### config.mk
export PLATFORM = sky130hd
export DESIGN_NAME = hbit_mod
export DESIGN_NICKNAME = d
export VERILOG_FILES = /design/src/rtl/hbit_mod.sv
export SDC_FILE = /design/constraint.sdc
export NUM_CORES = 1
export LEC_CHECK = 0
export BUFFER_PORTS_ARGS = -buffer_cell sky130_fd_sc_hd__buf_2
export CAP_MARGIN = 30
export CORE_MARGIN = 4
export CORE_UTILIZATION = 55
export DETAILED_ROUTE_END_ITERATION = 7
export GPL_TIMING_DRIVEN = 0
export PLACE_DENSITY = 0.86
export REMOVE_ABC_BUFFERS = 1
export SYNTH_ARGS = -nofsm -noshare
export SYNTH_HDL_FRONTEND = slang
export SYNTH_SLANG_ARGS = --single-unit
### constraint.sdc
create_clock -name clk -period 5.2 [get_ports clk]
set_input_delay 1.04 -clock clk [delete_from_list [all_inputs] [get_ports clk]]
set_output_delay 1.04 -clock clk [all_outputs]
set_load 0.005 [all_outputs]
### src/rtl/hbit_mod.sv
// Restoring remainder unit: 32-bit dividend modulo an 11-bit divisor, one bit a cycle.
// Depends on nothing beyond its ports.
module hbit_mod
(
    input  logic        clk,
    input  logic        rst_n,
    input  logic        start,
    input  logic [31:0] dividend,
    input  logic [10:0] divisor,
    output logic        done,
    output logic [10:0] remainder
);

    logic [31:0] quo_reg, quo_next;
    logic [11:0] rem_reg, rem_next;
    logic [5:0]  cnt_reg, cnt_next;
    logic        busy_reg, busy_next;
    logic [11:0] shifted;

    assign shifted   = {rem_reg[10:0], quo_reg[31]};
    assign remainder = rem_reg[10:0];

    always_comb
    begin
        quo_next  = quo_reg;
        rem_next  = rem_reg;
        cnt_next  = cnt_reg;
        busy_next = busy_reg;
        done      = 1'b0;
        if (start)
        begin
            quo_next  = dividend;
            rem_next  = '0;
            cnt_next  = '0;
            busy_next = 1'b1;
        end
        else if (busy_reg)
        begin
            quo_next = {quo_reg[30:0], 1'b0};
            if (shifted >= {1'b0, divisor})
                rem_next = shifted - {1'b0, divisor};
            else
                rem_next = shifted;
            cnt_next = cnt_reg + 6'd1;
            if (cnt_reg == 6'd31)
                busy_next = 1'b0;
        end
        else if (cnt_reg == 6'd32)
        begin
            done     = 1'b1;
            cnt_next = '0;
        end
    end

    always_ff @(posedge clk or negedge rst_n)
    begin
        if (!rst_n)
        begin
            busy_reg <= 1'b0;
            cnt_reg  <= '0;
        end
        else
        begin
            busy_reg <= busy_next;
            cnt_reg  <= cnt_next;
        end
    end

    always_ff @(posedge clk)
    begin
        quo_reg <= quo_next;
        rem_reg <= rem_next;
    end

endmodule
==> metrics.txt <==
post-synthesis register bit count 50; RSZ-0062 raised after global routing no; critical hold path startpoint rem_reg[8]; peak supply drop ~0.22 mV; commonest non-fill, non-tap cell in the layout buf_2; Clock transition at path regs 0.09 ns; register area share after synthesis between 40% and 50%; Synth Cell Area 0.00273 mm2; non-filler instance count after layout 369; post-CTS setup buffers 0; port bufs 57; Worst Hold Slack just over 0.5 ns; total grt overflow 0; Startpoint Class input port; Nets about 360; Die Y 78.5 um; Final ANT Viol Nets 0; Horiz. Die Dim 78.5 um; # rows 25; DR vias 2007; Yosys warning count 0; CP max stage delay 0.66 ns; Core Region 0.00475 mm2; Final Setup Violations 0; Achievable Freq 246 MHz; critical-path cell list buf_2 > nor2_1 > inv_1 > buf_16 > nor2_1 > buf_2; Req. time, crit path approximately 4.2 ns; Final Power between 1 and 1.5 mW; Starting Density a little under three fifths; Fill cells 378; Final Hold Viols 0; I/O pin count 58; Synth top area share 35.2%; htree depth 2; fin crit period 4.07 ns; CP arrival 3.03 ns; synthesized instance count 243; number of synthesized flops with an enable pin 32; Worst Slack Setup Final ~1.1 ns; Worst Path Class, Setup in2out; wire length of the first global-routing pass 9.00 mm; most frequent cells in the layout buf_2, mux2_2, edfxtp_1; hold buffer count at CTS 0; highest-delay cell along the critical path nor2_1; crit-path max FO between 40 and 50; Starting DRT DRC Count 85; Yosys cell types 47; drt first pass iters 4; synth top area cells edfxtp_1, mux2_2, dfxtp_1; Final Skew 0.0115 ns; DP HPWL 3.95 mm; worst-margin pin slew 0.817 ns; dominant synthesized flop cell edfxtp_1; synthesized area per cell roughly 11 um2; FF-to-FF Start quo_reg[31]; setup TNS 0 ns; Slew Viols, Final 0; antenna diode count 0; worst slack at placement 1.12 ns; post-DR vias/cell 5.44; headroom to the max-slew limit 45.5%; Crit. End Element primary output; Pleak 1.41 nW; CTS tree yes; crit path from start; Post-route DRC 0; Largest register FFs 32; clock latency on the worst-skew pair approximately 0.30 ns; Total GRT Usage between 10% and 20%; Clock Path Buffers 2; die footprint approximately 0.006 mm2; max-cap viol count 0; antenna violations before repair 0; period utilisation layout 78.3%; multi-input logic area 0.00128 mm2; clk sinks 50; placed cell count 361; fraction of final layout cells sized beyond drive strength 1 34.1%; largest net degree at the start of global routing 42; Seq. cell area roughly 0.0014 mm2; routed length per instance 14.2 um; vias in the first global route between 1.5k and 2k; worst hold path class reg2reg; TritonCTS Buffers 5; CP Buf/Inv Count 4; PD cells 388 mW/mm2; root buffer cell clkbuf_8; post-CTS resize count 0; delay-heaviest family, CP buffers and inverters; Yosys top cell by area edfxtp_1; status finished clean; RePlAce Congestion 0.876; area grow syn2layout 17.5%; ys async rst share approximately 14%; Total Wirelength 5.24 mm
cell type report:
cell class              count  area share [%]
inverters                  18            2.11
repair buffers             58            9.75
clock buffers               7            2.38
clock inverters             1           0.936
multi-input cells         168            39.9
flip-flops and latches     50            42.3
well taps                  67            2.61
routing by layer:
| metal | vias up | global-route usage, % | wire [um] |
|---|---|---|---|
| met5 | - | 0 | 0 |
| met4 | 0 | 3.67 | 50 |
| li1 | 1009 | - | - |
| met3 | 5 | 4.82 | 306 |
| met2 | 55 | 30.2 | 2540 |
| met1 | 938 | 24.1 | 2340 |
cell usage after synthesis, types with 2 or more instances:
cell / instances
nand2b_1: 3
o221ai_1: 2
nand4_1: 4
ha_1: 13
xor2_1: 5
clkbuf_1: 3
dfrtp_1: 7
a211oi_1: 2
edfxtp_1: 32
xnor2_1: 3
and2_1: 2
o211ai_1: 2
or3_1: 2
dfxtp_1: 11
a22o_1: 4
nor2_1: 16
mux2_2: 33
nand3_1: 2
inv_1: 18
nor2b_1: 2
nor3_1: 4
o21a_1: 3
o21ai_0: 14
a21oi_1: 11
nand2_1: 20
buf_1: 4
worst paths after layout:
| check | slack [ns] | endpoint | cells past startpoint |
|---|---|---|---|
| max reg2reg | 2.53 | rem_reg[4] | 9 |
| min in group asynchronous | 0.56 | cnt_reg[5] | 1 |
| min | 0.51 | rem_reg[8] | 2 |
| min reg2reg | 0.51 | rem_reg[8] | 2 |
| max in group asynchronous | 4.47 | busy_reg | 1 |
| max | 1.13 | done | 6 |
where the power goes:
group          total, mW  leakage (nW)  internal (mW)  switching (mW)
Sequential         0.531         0.521          0.486          0.0450
Combinational      0.450         0.834          0.214           0.236
Clock              0.263        0.0524          0.144           0.119
through the flow:
step | instance area (um2) | util [%]
final | 3210 | 67.4
after global placement | 3070 | 64.6
after floorplan | 2700 | -
after detailed placement | 3100 | 65.2
after global routing | 3210 | 67.4
after CTS | 3210 | 67.4
cell families after synthesis:
family | count (synthesis) | synth area share [%]
muxes | 33 | 13.6
xor gates and xnor gates | 8 | 2.57
adders and majority gates | 14 | 6.69
DFF | 50 | 49.7
buffers and inverters | 25 | 3.44
AOI/OAI and AO/OA | 50 | 12.6
and+or+nand+nor | 63 | 11.5
worst register-to-register path, cell delays in order (launching register included):
cell and delay, ns:
edfxtp_1 0.36, inv_1 0.05, ha_1 0.19, fa_1 0.40, nand2b_2 0.21, o2bb2ai_2 0.15, a211o_1 0.36, nand2_1 0.28
mux2_2 0.38, a22o_1 0.19
No activity file was read; power rests on OpenSTA's default activity.
